### src/design/set_assoc_cache_fifo_assert.svh
// ---------------------------------------------------------------------------
// set_assoc_cache_fifo_assert.svh
// Assertion macros used by the cache model RTL.
// ---------------------------------------------------------------------------
`ifndef SET_ASSOC_CACHE_FIFO_ASSERT_SVH
`define SET_ASSOC_CACHE_FIFO_ASSERT_SVH

// same-cycle implication
`define SACF_ASSERT_NOW(label, clk, rst, ante, cons, msg) \
  label: assert property (@(posedge clk) disable iff (rst) (ante) |-> (cons)) \
    else $error(msg);

// next-cycle implication
`define SACF_ASSERT_NEXT(label, clk, rst, ante, cons, msg) \
  label: assert property (@(posedge clk) disable iff (rst) (ante) |=> (cons)) \
    else $error(msg);

`endif

### src/design/sacf_pkg.sv
// ---------------------------------------------------------------------------
// sacf_pkg
// Shared constants, types and helpers of the set-associative cache model.
// ---------------------------------------------------------------------------
package sacf_pkg;

  localparam int SETS_LOG2_DEF = 6;
  localparam int WAYS_DEF      = 8;
  localparam int ADDR_W        = 64;
  localparam int CNT_W         = 32;
  localparam int WAYS_CNT_W    = 5;   // holds 0..31
  localparam int CFG_DATA_W    = 6;
  localparam int CFG_IDX_W     = 2;

  // register indexes
  localparam logic [CFG_IDX_W-1:0] CFG_SET_INDEX_BITS = 2'd0;
  localparam logic [CFG_IDX_W-1:0] CFG_OFFSET_BITS    = 2'd1;
  localparam logic [CFG_IDX_W-1:0] CFG_WAYS_IN_USE    = 2'd2;

  // reset values of the registers
  localparam logic [2:0] SET_INDEX_BITS_RST = 3'd4;
  localparam logic [5:0] OFFSET_BITS_RST    = 6'd4;
  localparam logic [3:0] WAYS_IN_USE_RST    = 4'd1;

  // access kinds; load, store and the unused code all behave as a load
  localparam logic [1:0] REQ_MODIFY = 2'd2;

  typedef struct packed {
    logic hit;
    logic evict;
  } sacf_status_t;

  function automatic logic [CNT_W-1:0] sat_inc(input logic [CNT_W-1:0] v);
    sat_inc = (v == {CNT_W{1'b1}}) ? v : v + 1'b1;
  endfunction

endpackage

### src/design/sacf_set_update.sv
// ---------------------------------------------------------------------------
// sacf_set_update
// Tag compare over one set and the replacement decision; builds the new row.
// ---------------------------------------------------------------------------
module sacf_set_update #(
  parameter int WAYS = 8,
  parameter int PW   = 3
) (
  input  logic [WAYS-1:0][sacf_pkg::ADDR_W-1:0] row_tag,
  input  logic [WAYS-1:0]                       row_valid,
  input  logic [PW-1:0]                         row_ptr,
  input  logic [sacf_pkg::ADDR_W-1:0]           tag,
  input  logic [sacf_pkg::WAYS_CNT_W-1:0]       ways_eff,
  output logic [WAYS-1:0][sacf_pkg::ADDR_W-1:0] new_tag,
  output logic [WAYS-1:0]                       new_valid,
  output logic [PW-1:0]                         new_ptr,
  output sacf_pkg::sacf_status_t                status
);

  logic                            hit;
  logic                            free_found;
  logic [PW-1:0]                   free_way;
  logic [sacf_pkg::WAYS_CNT_W-1:0] ptr_ext;
  logic [sacf_pkg::WAYS_CNT_W-1:0] victim;
  logic [sacf_pkg::WAYS_CNT_W-1:0] victim_inc;

  // lookup over the ways in use; lowest invalid way is the fill target
  always_comb begin
    hit        = 1'b0;
    free_found = 1'b0;
    free_way   = '0;
    for (int w = 0; w < WAYS; w++) begin
      if (sacf_pkg::WAYS_CNT_W'(w) < ways_eff) begin
        if (row_valid[w]) begin
          if (row_tag[w] == tag) begin
            hit = 1'b1;
          end
        end else if (!free_found) begin
          free_found = 1'b1;
          free_way   = PW'(w);
        end
      end
    end
  end

  // a pointer left beyond the ways in use falls back to way 0
  assign ptr_ext    = sacf_pkg::WAYS_CNT_W'(row_ptr);
  assign victim     = (ptr_ext >= ways_eff) ? '0 : ptr_ext;
  assign victim_inc = victim + 1'b1;

  always_comb begin
    new_tag      = row_tag;
    new_valid    = row_valid;
    new_ptr      = row_ptr;
    status.hit   = hit;
    status.evict = 1'b0;
    if (!hit) begin
      if (free_found) begin
        new_valid[free_way] = 1'b1;
        new_tag[free_way]   = tag;
      end else begin
        new_tag[victim[PW-1:0]] = tag;
        new_ptr      = (victim_inc == ways_eff) ? '0 : victim_inc[PW-1:0];
        status.evict = 1'b1;
      end
    end
  end

endmodule

### config.mk
export PLATFORM = sky130hd
export DESIGN_NAME = sacf_set_update
export DESIGN_NICKNAME = d
export VERILOG_FILES = /design/src/design/set_assoc_cache_fifo_assert.svh /design/src/design/sacf_pkg.sv /design/src/design/sacf_set_update.sv
export SDC_FILE = /design/constraint.sdc
export NUM_CORES = 1
export LEC_CHECK = 0
export BUFFER_PORTS_ARGS = -buffer_cell sky130_fd_sc_hd__buf_2
export CAP_MARGIN = 20
export CELL_PAD_IN_SITES_DETAIL_PLACEMENT = 1
export CELL_PAD_IN_SITES_GLOBAL_PLACEMENT = 1
export CORE_AREA = 2 2 438 440
export DETAILED_ROUTE_END_ITERATION = 16
export DIE_AREA = 0 0 440 442
export PLACE_DENSITY = 0.38
export SLEW_MARGIN = 30
export SYNTH_ARGS = -nofsm -noshare
export SYNTH_HDL_FRONTEND = slang
export SYNTH_SLANG_ARGS = --single-unit
### constraint.sdc
create_clock -name vclk -period 4.4
set_input_delay 0.22 -clock vclk [all_inputs]
set_output_delay 0.22 -clock vclk [all_outputs]
set_load 0.005 [all_outputs]
==> summary.txt <==
Status - finished clean
RSZ-0062 raised after global routing - no
Minimum clock period - 4.35 ns
Initial core utilization - 0.0698
Avg WL per Cell - 43.3 um
# hold bufs at CTS - 0
Crit-path slowest cell - nand4_1
Largest net degree at the start of global routing - 39
Num sequential - 0
Vias/cell - 3.65
Clock power frac - 0
Syn Area/Cell - 8.49 um2
Vias - 20034
Layout clock buffer count - 0
Crit end category - primary output
Comb pwr share - 1.000
Max-slew headroom - 0.377
Num rows - 160
DR DRC count - 0
Routed WL - 237 mm
Fin. Hold Viols - 0
Crit path kind - in -> out
Count of final setup violators - 0
WHS - 0.757 ns
Number of global-route vias before repair - 20099
GR Util All Layers - 0.233
Placed Cells - 5422
Post-route design area - 26000 um2
Net switching power figure - 1950 uW
Crit path required time - 4.18 ns
Final non-filler cell total - 5485
Critical-path cell list - buf_2, buf_12, xnor2_1, nand4_1, buf_12, nor4_2, nand4_1, o22ai_1, buf_4, or4_1, buf_4, nand2b_4, buf_6, mux2_2, buf_2
Largest area contributor in the netlist - mux2_2
Cells after synthesis - 1558
Fmax - 0.230 GHz
Final Wtd Congestion - 0.917
FF/Latch Area - 0 um2
Worst slew pin tran - 0.926 ns
Max Cap Viol - 0
DPL Wire Length - 219 mm
Synth Net Count - 2154
Slew Limit Fails - 0
Worst setup SP type - input port
Initial DRC count - 1467
Die width - 440 um
CP max FO - 8
Post-synthesis sequential area ratio - 0
Die Ht - 442 um
Core area - 190000 um2
Placed Area - 25600 um2
CP delay by family, top - simple AND/OR/NAND/NOR gates
Num ports - 1117
Pre-Repair DR Iteration Count - 5
Net switching fraction of the power - 0.594
Fin nets - 3515
CP arrival - 4.13 ns
Mapped cell area - 13200 um2
Yosys warns - 0
GRT Residual Overflow - 0
Power per Cell Area - 126 nW/um2
Synth top area share - 0.382
Pint - 1330 uW
Die ar. - 194000 um2
HP Class - in -> out
Count of input and output buffers - 1117
Antenna-violating nets left - 0
Synth unique cells - 54
First-pass GRT wire length - 283 mm
Peak supply drop - 0.0274 mV
Initial antenna violation count - 215
Sequential power share - 0
Synth cell count leaders - 449 x mux2_2, 324 x xnor2_1, 143 x buf_2
Layout cell share with drive strength beyond 1 - 0.699
Static leakage - 0.0111 uW
Area contributors post-synth - mux2_2 38%, xnor2_1 21%, xor2_1 9.2%, buf_2 5.4%, nand4_1 4.3%
CP peak stage delay - 0.52 ns
Fin crit share - 0.989
Crit path buf inv count - 7
Synthesis-to-finish area growth - 96.5%
Count leader, synth - mux2_2
## power by group through the flow
| stage | logic [uW] | clock network, uW | registers [uW] |
|---|---|---|---|
| final | 3280 | 0.00161 | 0 |
| after global routing | 3390 | 0.000461 | 0 |
| after CTS | 3340 | 0 | 0 |
| after detailed placement | 3300 | 0 | 0 |
| after global placement | 3310 | 0 | 0 |
| after floorplan | 1050 | 0 | 0 |
## worst min-delay path, stage by stage
cell and delay [ns]:
buf_2 0.10, mux2_1 0.12, buf_2 0.10
## timing repair
action,CTS,global route
setup endpoints to repair,518,2
buffers inserted,6,0
gates resized for setup,25,1
pin swaps,5,1
## cell usage in the layout (no fill, tap or decap), types with 4 or more instances in the layout
master / instances
nor3_1: 5
inv_1: 66
mux2i_1: 22
ha_1: 4
or4_1: 5
o221ai_1: 5
nand2_1: 13
buf_2: 1113
mux2_2: 449
buf_4: 322
o2111ai_1: 8
a222oi_1: 4
xor2_1: 138
nor2_1: 12
nor4_2: 14
o22ai_1: 25
xnor2_1: 316
diode_2: 57
xnor2_2: 6
nor4_4: 8
o21ai_0: 15
nand3_1: 11
nand4_1: 91
nand2b_1: 21
nor4_1: 34
buf_12: 108
mux2_1: 42
a21o_1: 4
## layer usage
metal  wire [um]  vias to the layer above  track usage
met1       95200                    10221        0.279
met3       15700                      284       0.0546
met5         836                        -            0
li1            -                     8334            -
met4        7900                      126       0.0547
met2      118000                     1069        0.416
## kinds of logic after synthesis
logic type	synth area share
mux	0.435
xor+xnor	0.307
buf+inv	0.0938
simple gates	0.108
compound gates	0.0528
fa+ha+maj	0.00378
## through the flow
stage | worst slack [ns] | util | total power (uW) | TNS, ns
finish | 0.0482 | 0.137 | 3280 | 0
global route | 0.0397 | 0.137 | 3390 | 0
CTS | 0.0327 | 0.136 | 3340 | 0
detailed placement | -0.465 | 0.135 | 3300 | -144.77
global placement | -0.911 | 0.135 | 3310 | -359.87
floorplan | 1.41 | - | 1050 | 0
## area by class of cell
| class | count | area [um2] |
|---|---|---|
| Multi-Input combinational cell | 1307 | 12300 |
| Timing Repair Buffer | 1544 | 10200 |
| Tap cell | 2511 | 3140 |
| Antenna cell | 57 | 143 |
| Inverter | 66 | 248 |
| Fill cell | 22552 | 164000 |
## final timing paths
| check | from | end | slack, ns | depth (start not counted) |
|---|---|---|---|---|
| max | tag[15] | new_tag[258] | 0.05 | 15 |
| min | row_tag[375] | new_tag[375] | 0.76 | 3 |
Note: power is estimated with default switching activity, not from simulation.
