### config.mk
export PLATFORM = sky130hd
export DESIGN_NAME = sacf_set_ram
export DESIGN_NICKNAME = d
export VERILOG_FILES = /design/src/design/set_assoc_cache_fifo_assert.svh /design/src/design/sacf_set_ram.sv
export SDC_FILE = /design/constraint.sdc
export NUM_CORES = 1
export LEC_CHECK = 0
export BUFFER_PORTS_ARGS = -buffer_cell sky130_fd_sc_hd__buf_4
export CAP_MARGIN = 20
export CELL_PAD_IN_SITES_DETAIL_PLACEMENT = 1
export CELL_PAD_IN_SITES_GLOBAL_PLACEMENT = 2
export CORE_ASPECT_RATIO = 0.6
export CORE_UTILIZATION = 42
export CTS_BUF_LIST = sky130_fd_sc_hd__clkbuf_16
export CTS_CLUSTER_DIAMETER = 40
export DETAILED_ROUTE_END_ITERATION = 6
export MAX_ROUTING_LAYER = met4
export PLACE_DENSITY_LB_ADDON = 0.05
export SLEW_MARGIN = 20
export SYNTH_ARGS = -nofsm -noshare
export SYNTH_HDL_FRONTEND = slang
export SYNTH_SLANG_ARGS = --single-unit
### constraint.sdc
create_clock -name clk -period 3.2 [get_ports clk]
set_input_delay 0.48 -clock clk [delete_from_list [all_inputs] [get_ports clk]]
set_output_delay 0.48 -clock clk [all_outputs]
set_load 0.03 [all_outputs]
### src/design/set_assoc_cache_fifo_assert.svh
// ---------------------------------------------------------------------------
// set_assoc_cache_fifo_assert.svh
// Assertion macros used by the cache model RTL.
// ---------------------------------------------------------------------------
`ifndef SET_ASSOC_CACHE_FIFO_ASSERT_SVH
`define SET_ASSOC_CACHE_FIFO_ASSERT_SVH

// same-cycle implication
`define SACF_ASSERT_NOW(label, clk, rst, ante, cons, msg) \
  label: assert property (@(posedge clk) disable iff (rst) (ante) |-> (cons)) \
    else $error(msg);

// next-cycle implication
`define SACF_ASSERT_NEXT(label, clk, rst, ante, cons, msg) \
  label: assert property (@(posedge clk) disable iff (rst) (ante) |=> (cons)) \
    else $error(msg);

`endif

### src/design/sacf_set_ram.sv
// ---------------------------------------------------------------------------
// sacf_set_ram
// One row per set: tags, valid bits and round-robin pointer. Registered read.
// ---------------------------------------------------------------------------
module sacf_set_ram #(
  parameter int ADDR_BITS = 6,
  parameter int DEPTH     = 64,
  parameter int ROW_W     = 8
) (
  input  logic                 clk,
  input  logic                 rd_en,
  input  logic [ADDR_BITS-1:0] rd_addr,
  output logic [ROW_W-1:0]     rd_data,
  input  logic                 wr_en,
  input  logic [ADDR_BITS-1:0] wr_addr,
  input  logic [ROW_W-1:0]     wr_data
);

  logic [ROW_W-1:0] mem [DEPTH];

  always_ff @(posedge clk) begin
    if (wr_en) begin
      mem[wr_addr] <= wr_data;
    end
  end

  always_ff @(posedge clk) begin
    if (rd_en) begin
      rd_data <= mem[rd_addr];
    end
  end

endmodule

==> impl_metrics.csv, run 1 <==
group,metric,value,unit
outcome,outcome,"completed",
timing,fin_crit_sh,0.796,
global_routing,grt_pass1_wl,75.6,mm
synthesis,yosysWarnings,0,
clocking,htreeDepth,2,
power,peakVddDrop,0.000409,V
timing,period_needed,2.55,ns
clocking,clkLatencyLatePin,0.57,ns
clocking,path_clk_slew,0.06,ns
clocking,cts_max_path_buffers,3,
power,total_power,14.3,mW
synthesis,synth_edf_count,520,
finish,finalCoreUtilization,0.499,
timing,worst_pin_slew,0.921,ns
finish,drive_above_1_share,0.308,
run,maxCapViolCount,0,
timing,skew,0.0205,ns
synthesis,syn_inst,940,
power,power.density,610,mW/mm^2
timing,relSlewSlack,0.384,
synthesis,syn_area,0.0202,sq mm
global_routing,overflow,0,
synthesis,yosysSeqAreaShare,0.771,
global_routing,grt_usage,0.225,
die,coreArea,0.0469,sq mm
die,dieHeight,172,um
synthesis,synthDistinctLibCells,39,
global_routing,antenna_found_initial,1,
finish,layout_common_cells,"edfxtp_1, mux4_2, buf_4",
global_routing,grt_max_degree,65,
finish,diodes,0,
setup_path,crit_fanout,26,
setup_path,critPathTopFamily,"compound AO/OA/AOI/OAI gates",
power,cellLeakagePower,7.47,nW
setup_path,critical_path.startpoint_type,"input pin",
setup_path,cp_data_arrival_time,2.85,ns
timing,maxSlewViolCount,0,
clocking,cts-resized-gates,0,
detailed_routing,final_antenna_net_count,0,
timing,rsz0062_at_grt,"false",
synthesis,synth_area_leaders,"edfxtp_1, mux4_2, nor2_1, mux2i_1, mux2_2",
detailed_routing,wirelength,52.3,mm
detailed_routing,via_per_inst,5.77,
detailed_routing,drt_iter0_markers,902,
synthesis,synth_flop_cell,"edfxtp_1",
placed_design,io_buffer_count,30,
placed_design,gp_congestion,0.805,
clocking,clockRootBuffer,"clkbuf_16",
setup_path,cp_data_required_time,3.50,ns
synthesis,synth_area_leader_cell,"edfxtp_1",
synthesis,async_reset_ff_frac,0,
timing,setup_viol,0,
die,die_w,285,um
finish,layout_commonest_cell,"edfxtp_1",
clocking,cts_sinks,520,
setup_path,crit_type,"in -> reg",
setup_path,worst-path-buf-inv,3,
placed_design,dp_hpwl,34.3,mm
synthesis,ys_seq_elements,520,
global_routing,grt_pass1_vias,10400,
die,rows,61,
setup_path,crit_slowest_cell,"a2111oi_0",
synthesis,synth_nets,963,
detailed_routing,drcViolationCount,0,
detailed_routing,drt_first_pass_iters,5,
finish,nets,1095,
clocking,cts_setup_buffers,0,
timing,hold_viol_final,0,
worst_hold_path,hold_path.class,"in -> reg",
finish,area_delta_synth_final,15.7,%
clocking,cts_tree,"built",
setup_path,end_kind,"flop",
die,boundaryPins,31,
synthesis,synth_top_area_frac,0.771,
setup_path,path_cells,"clkbuf_8 -> buf_12 -> mux4_2 -> nor2b_1 -> a2111oi_0 -> buf_4 -> o41ai_1",
die,dieArea,0.0491,sq mm
detailed_routing,vias,10000,
clocking,hold_buffers,0,
synthesis,avgSynthCellArea,21.5,sq um
detailed_routing,wl_per_cell,30.0,um
timing,fmaxAchievable,392,MHz
die,initial_utilization,0.431,
clocking,cts_buffers,52,
setup_path,cpPeakStageDelay,0.78,ns
## flip-flops by register name, summed over array words and instances, names as in the netlist
| name | flops |
|---|---|
| rd_data | 8 |
| mem | 512 |
## power breakdown
part,internal (mW),leakage (nW),switching (mW)
sequential,7.55,4.69,0.0201
clock,3.41,0.820,2.54
combinational,0.296,1.96,0.485
## layout make-up
| class | instances | area [sq um] |
|---|---|---|
| clock buffers | 53 | 1330 |
| clock inverters | 40 | 332 |
| fillers | 4190 | 23500 |
| multi-input cells | 369 | 4320 |
| flip-flops and latches | 520 | 15600 |
| well taps | 630 | 788 |
| repair buffers | 129 | 1050 |
## logic make-up (layout without fill, tap and decap cells)
logic type      count (synthesis)  count (layout)  synth area share
simple gates                  153             153            0.0337
compound gates                 54              54            0.0206
buf+inv                        51             222            0.0156
flops                         520             520             0.771
mux                           162             162             0.159
## path summary, 6_finish.rpt
| check | start | end | slack, ns | depth (start not counted) |
|---|---|---|---|---|
| setup / recovery | rd_addr[0] | rd_data[5] | 0.65 | 7 |
| hold / removal | rd_en | rd_data[5] | 0.27 | 1 |
| setup reg to reg | mem[2][5] | rd_data[5] | 0.87 | 5 |
| hold reg to reg | mem[42][3] | rd_data[3] | 0.98 | 5 |
## stage by stage
step           cell area (sq um)  hold WS, ns  cells  setup TNS (ns)  setup WS (ns)
2_1_floorplan              20200        0.579    940               0          0.914
4_1_cts                    23400        0.243   1741               0          0.555
3_3_place_gp               21800        0.847   1648         -0.0375        -0.0375
6_report                   23400        0.265   1741               0          0.651
5_1_grt                    23400        0.238   1741               0          0.554
3_5_place_dp               21800        0.842   1648         -0.0291        -0.0291
## cell usage after synthesis, types with 7 or more instances
cell and count:
edfxtp_1 520, nand3_1 13, nand2b_1 7, o221ai_1 8
nand2_1 19, mux4_2 126, nor2b_1 14, mux2_2 13
clkbuf_1 17, o22ai_1 8, buf_4 13, nor2_1 83
nor3_1 7, mux2i_1 23, buf_2 11
## layer usage
layer	vias up	global-route usage	wire (um)
met1	5450	0.342	25500
li1	4205	-	-
met2	331	0.313	22300
met4	0	0.0439	872
met3	61	0.0463	3590
met5	-	-	0
Power figures use the tool's default switching activity.
==> run 2: changes to the inputs <==
==> constraint.sdc (replaced) <==
create_clock -name clk -period 2.65 [get_ports clk]
set_input_delay 0.3975 -clock clk [delete_from_list [all_inputs] [get_ports clk]]
set_output_delay 0.3975 -clock clk [all_outputs]
set_load 0.03 [all_outputs]
==> run 2 against run 1 <==
Clock skew decreased by 0.0035 ns. Clock power increased by 18%. Combinational power increased by 25%. Sequential power increased by 21%. Critical path depth decreased by 2. Sequential share of layout area decreased by 0.39 points. First-iteration DRC count increased by 8.0%. Die area unchanged. Wire length increased by 1.6%. Final cell count increased by 1.4%. Utilization increased by 0.30 points.
==> impl_metrics.csv, run 2 (same netlist as run 1, synthesis figures left out) <==
group,metric,value,unit
clocking,clkLatencyLatePin,0.57,ns
die,rows,61,
detailed_routing,drcViolationCount,0,
placed_design,dp.cells,1669,
timing,fin_crit_sh,0.908,
clocking,cts_max_path_buffers,3,
placed_design,dp_worst_setup_slack,-0.234,ns
timing,setup_viol,0,
setup_path,cp_data_arrival_time,2.69,ns
global_routing,grt_max_degree,65,
die,initial_utilization,0.431,
clocking,cts_buffers,53,
detailed_routing,wirelength,53.1,mm
clocking,clockRootBuffer,"clkbuf_16",
detailed_routing,via_per_inst,5.78,
timing,maxSlewViolCount,0,
setup_path,crit_type,"reg -> reg",
die,coreArea,0.0469,sq mm
global_routing,overflow,0,
die,dieHeight,172,um
clocking,cts-resized-gates,0,
run,maxCapViolCount,0,
die,dieArea,0.0491,sq mm
global_routing,antenna_found_initial,2,
timing,hold_viol_final,0,
global_routing,grt_pass1_wl,75.9,mm
timing,fin_setup_tns,0,ns
global_routing,grt_pass1_vias,10500,
finish,layout_commonest_cell,"edfxtp_1",
setup_path,crit_fanout,1,
clocking,htreeDepth,2,
finish,fin_cells,1765,
detailed_routing,vias,10200,
outcome,outcome,"completed",
clocking,cts_setup_buffers,0,
timing,fmaxAchievable,416,MHz
power,peakVddDrop,0.000512,V
detailed_routing,final_antenna_net_count,0,
die,die_w,285,um
clocking,path_clk_slew,0.07,ns
detailed_routing,drt_iter0_markers,974,
finish,reg.largest.list,"mem x512, rd_data x8",
setup_path,critical_path.startpoint_type,"flop",
placed_design,dp_hpwl,35.1,mm
clocking,cts_sinks,520,
finish,largest-register,"mem",
finish,largest_register_ffs,512,
placed_design,io_buffer_count,30,
power,cellLeakagePower,7.57,nW
detailed_routing,drt_first_pass_iters,5,
timing,skew,0.0170,ns
setup_path,end_kind,"flop",
finish,layout_common_cells,"edfxtp_1, buf_4, mux4_2",
die,boundaryPins,31,
timing,worst_slack,0.245,ns
finish,finalCoreUtilization,0.502,
placed_design,gp_congestion,0.797,
power,power.density,727,mW/mm^2
clocking,hold_buffers,0,
finish,nFillCells,4209,
detailed_routing,wl_per_cell,30.1,um
clocking,cts_tree,"built",
global_routing,grt_usage,0.228,
finish,drive_above_1_share,0.323,
setup_path,cp_data_required_time,2.93,ns
timing,period_needed,2.41,ns
finish,area_delta_synth_final,16.4,%
finish,nets,1117,
worst_hold_path,hold_path.class,"in -> reg",
timing,worst_pin_slew,0.815,ns
timing,relSlewSlack,0.456,
timing,rsz0062_at_grt,"false",
-- run 2: cell type report --
type                       instances  area [sq um]  area share
antenna                            2          5.00    0.000212
multi-input combinational        369          4320       0.183
sequential                       520         15600       0.663
tap                              630           788      0.0335
timing repair buffer             150          1220      0.0518
clock buffer                      53          1330      0.0563
clock inverter                    41           295      0.0125
-- run 2: worst max-delay path: stages, from the launching register on --
cell and delay, ns:
edfxtp_1 0.38, mux4_2 0.49, mux2_2 0.28, o221a_2 0.32, nor3_1 0.49, o32ai_1 0.17
-- run 2: final timing paths --
kind	depth (start not counted)	from	slack (ns)	end
worst max-delay path	5	mem[29][4]	0.24	rd_data[4]
worst min-delay path	1	rd_en	0.18	rd_data[5]
worst max register to register	5	mem[29][4]	0.24	rd_data[4]
worst min register to register	4	mem[36][3]	0.99	rd_data[3]
-- run 2: per-stage QoR --
stage | area (sq um) | hold slack, ns | total power [mW]
floorplan | 20200 | 0.496 | 9.82
global placement | 21900 | 0.751 | 10.3
detailed placement | 21900 | 0.753 | 10.3
CTS | 23600 | 0.151 | 17.3
global route | 23600 | 0.141 | 17.6
finish | 23600 | 0.179 | 17.1
-- run 2: metal layers --
layer / vias to the layer above / track usage / routed length [um]
li1: 4254 / - / -
met1: 5543 / 0.345 / 25800
met2: 347 / 0.316 / 22500
met3: 65 / 0.0497 / 3860
met4: 0 / 0.0467 / 920
met5: - / - / 0
-- run 2: where the power goes --
group	total, mW	internal (mW)	switching, mW
Clock	7.00	3.87	3.14
Combinational	0.980	0.380	0.600
Sequential	9.15	9.12	0.0249
==> run 3: changes to the inputs <==
--- a/config.mk
+++ b/config.mk
@@ -5,11 +5,12 @@
 export SDC_FILE = /design/constraint.sdc
 export NUM_CORES = 1
 export LEC_CHECK = 0
+export ABC_AREA = 1
 export BUFFER_PORTS_ARGS = -buffer_cell sky130_fd_sc_hd__buf_4
 export CAP_MARGIN = 20
 export CELL_PAD_IN_SITES_DETAIL_PLACEMENT = 1
 export CELL_PAD_IN_SITES_GLOBAL_PLACEMENT = 2
-export CORE_ASPECT_RATIO = 0.6
+export CORE_ASPECT_RATIO = 1.1
 export CORE_UTILIZATION = 42
 export CTS_BUF_LIST = sky130_fd_sc_hd__clkbuf_16
 export CTS_CLUSTER_DIAMETER = 40
==> run 3 against run 2 <==
First-iteration DRC count down 5.9%. Total power increased by 21%. Fmax up 20%. Worst hold slack worse by 0.081 ns. Critical path depth rose by 7. Worst setup slack better by 0.41 ns. Wire length up 16%. Sequential share of layout area down 4.5 points. Clock power increased by 49%. Sequential power hardly changed. Non-clock buffer count shrank 17. Sequential cell count unchanged. Critical path type is now in -> reg. Highest routed layer unchanged.
==> impl_metrics.csv, run 3 <==
group,metric,value,unit
synthesis,synth_area_leaders,"edfxtp_1, nand2_1, nand3_1, buf_6, nor2_1",
detailed_routing,drcViolationCount,0,
finish,reg.largest.list,"mem x512, rd_data x8",
clocking,path_clk_slew,0.06,ns
detailed_routing,wl_per_cell,23.5,um
timing,maxSlewViolCount,0,
timing,rsz0062_at_grt,"false",
setup_path,crit_type,"in -> reg",
synthesis,synth_flop_cell,"edfxtp_1",
clocking,cts_max_path_buffers,3,
global_routing,grt_pass1_vias,14600,
setup_path,cp_data_arrival_time,2.47,ns
setup_path,cp_data_required_time,3.12,ns
synthesis,ys_seq_elements,520,
die,dieArea,0.0519,sq mm
detailed_routing,wirelength,61.7,mm
finish,final_area,0.0253,sq mm
finish,largest_register_ffs,512,
worst_hold_path,hold_path.class,"in -> reg",
placed_design,dp.cells,2485,
finish,layout_common_cells,"nand2_1, edfxtp_1, nand3_1",
power,cellLeakagePower,9.31,nW
finish,drive_above_1_share,0.135,
detailed_routing,vias,14100,
synthesis,yosysMostFrequentCell,"nand2_1",
timing,worst_pin_slew,0.879,ns
clocking,cts_buffers,78,
placed_design,io_buffer_count,30,
finish,fin_cells,2630,
synthesis,syn_inst,1805,
finish,register_area,0.0156,sq mm
timing,fmaxAchievable,501,MHz
power,peakVddDrop,0.000573,V
synthesis,synth_area_leader_cell,"edfxtp_1",
clocking,htreeDepth,3,
timing,holdWs,0.0977,ns
synthesis,synthDistinctLibCells,15,
die,coreArea,0.0503,sq mm
clocking,clockRootBuffer,"clkbuf_16",
timing,relSlewSlack,0.414,
clocking,cts_sinks,520,
setup_path,critical_path.startpoint_type,"input pin",
synthesis,syn_area,0.0214,sq mm
clocking,hold_buffers,0,
placed_design,gp_congestion,0.803,
placed_design,placed_area,0.0226,sq mm
die,dieHeight,239,um
detailed_routing,final_antenna_net_count,0,
detailed_routing,drt_iter0_markers,917,
synthesis,synth_top_area_frac,0.729,
timing,period_needed,2.00,ns
detailed_routing,drt_first_pass_iters,4,
power,total_power,20.7,mW
synthesis,async_reset_ff_frac,0,
clocking,cts_tree,"built",
die,initial_utilization,0.426,
die,die_w,217,um
finish,nFillCells,5171,
clocking,cts-resized-gates,0,
global_routing,grt_max_degree,129,
timing,fin_setup_tns,0,ns
outcome,outcome,"completed",
finish,layout_commonest_cell,"nand2_1",
clocking,clkLatencyLatePin,0.62,ns
global_routing,overflow,0,
timing,skew,0.0184,ns
finish,multi_input_area,0.00495,sq mm
die,boundaryPins,31,
detailed_routing,via_per_inst,5.37,
setup_path,crit_fanout,36,
synthesis,yosysWarnings,0,
setup_path,path_cells,"clkbuf_8 -> inv_8 -> buf_4 -> buf_4 -> nand2_1 -> nand3_1 -> nand3_1 -> nand2_1 -> nand2_1 -> nand3_1 -> nand3_1 -> nand2_1",
power,power.density,819,mW/mm^2
finish,area_delta_synth_final,18.0,%
synthesis,synthTopCellsByCount,"nand2_1, edfxtp_1, nand3_1",
global_routing,grt_usage,0.252,
synthesis,synth_edf_count,520,
setup_path,crit_slowest_cell,"buf_4",
placed_design,dp_hpwl,35.9,mm
finish,nets,1928,
setup_path,end_kind,"flop",
clocking,cts_setup_buffers,0,
timing,fin_crit_sh,0.754,
global_routing,antenna_found_initial,1,
synthesis,avgSynthCellArea,11.9,sq um
synthesis,synth_nets,1828,
die,rows,86,
setup_path,cpPeakStageDelay,0.36,ns
timing,hold_viol_final,0,
timing,setup_viol,0,
run,maxCapViolCount,0,
finish,largest-register,"mem",
synthesis,yosysSeqAreaShare,0.729,
global_routing,grt_pass1_wl,92.9,mm
[run 3: cell types whose count changed after synthesis, sizes merged, moves of 13 or more]
cell,change
nand2,+629
nand3,+426
mux4,-126
buf,+64
nor2,-27
mux2i,-23
nor2b,-14
mux2,-13
[run 3: metrics by stage]
step	utilization	setup slack [ns]
6_report	0.503	0.652
5_1_grt	0.503	0.600
4_1_cts	0.503	0.712
3_5_place_dp	0.450	0.0644
3_3_place_gp	0.450	0.128
2_1_floorplan	-	0.486
[run 3: final timing paths]
kind              start          to  slack, ns  depth (start not counted)
min               rd_en  rd_data[6]        0.1                          1
min reg2reg   mem[5][4]  rd_data[4]       0.89                          8
max          rd_addr[0]  rd_data[6]       0.65                         12
max reg2reg  mem[49][2]  rd_data[2]       0.98                          8
[run 3: cell families (layout without fill, tap and decap cells)]
| group | Yosys count | count (layout) | synth area share |
|---|---|---|---|
| and+or+nand+nor | 1160 | 1160 | 0.231 |
| DFF | 520 | 520 | 0.729 |
| buffers and inverters | 125 | 289 | 0.0401 |
| other | 0 | 1 | 0 |
[run 3: per-layer routing]
layer  track usage  vias up  share of wire
li1              -     6584              -
met1         0.329     7136           0.46
met4         0.111        0          0.038
met5             -        -              0
met3        0.0346      133          0.035
met2         0.395      270           0.47
[run 3: layout make-up]
cell class,count,area share
Clock buffer,80,0.0792
Multi-Input combinational cell,1160,0.196
Timing Repair Buffer,133,0.0472
Sequential cell,520,0.618
Clock inverter,64,0.0255
Inverter,12,0.00218
Antenna cell,1,0.0000990
Tap cell,660,0.0327
[run 3: critical path: cells and delay by family]
kind                   cells  cell delay, ns
buffers and inverters      4            1.06
AND/OR/NAND/NOR            8            0.96
[run 3: power breakdown]
group	switching [mW]	total, mW	internal (mW)
logic	0.878	1.18	0.299
clock network	3.94	10.4	6.45
registers	0.0185	9.15	9.13
total	4.83	20.7	15.9
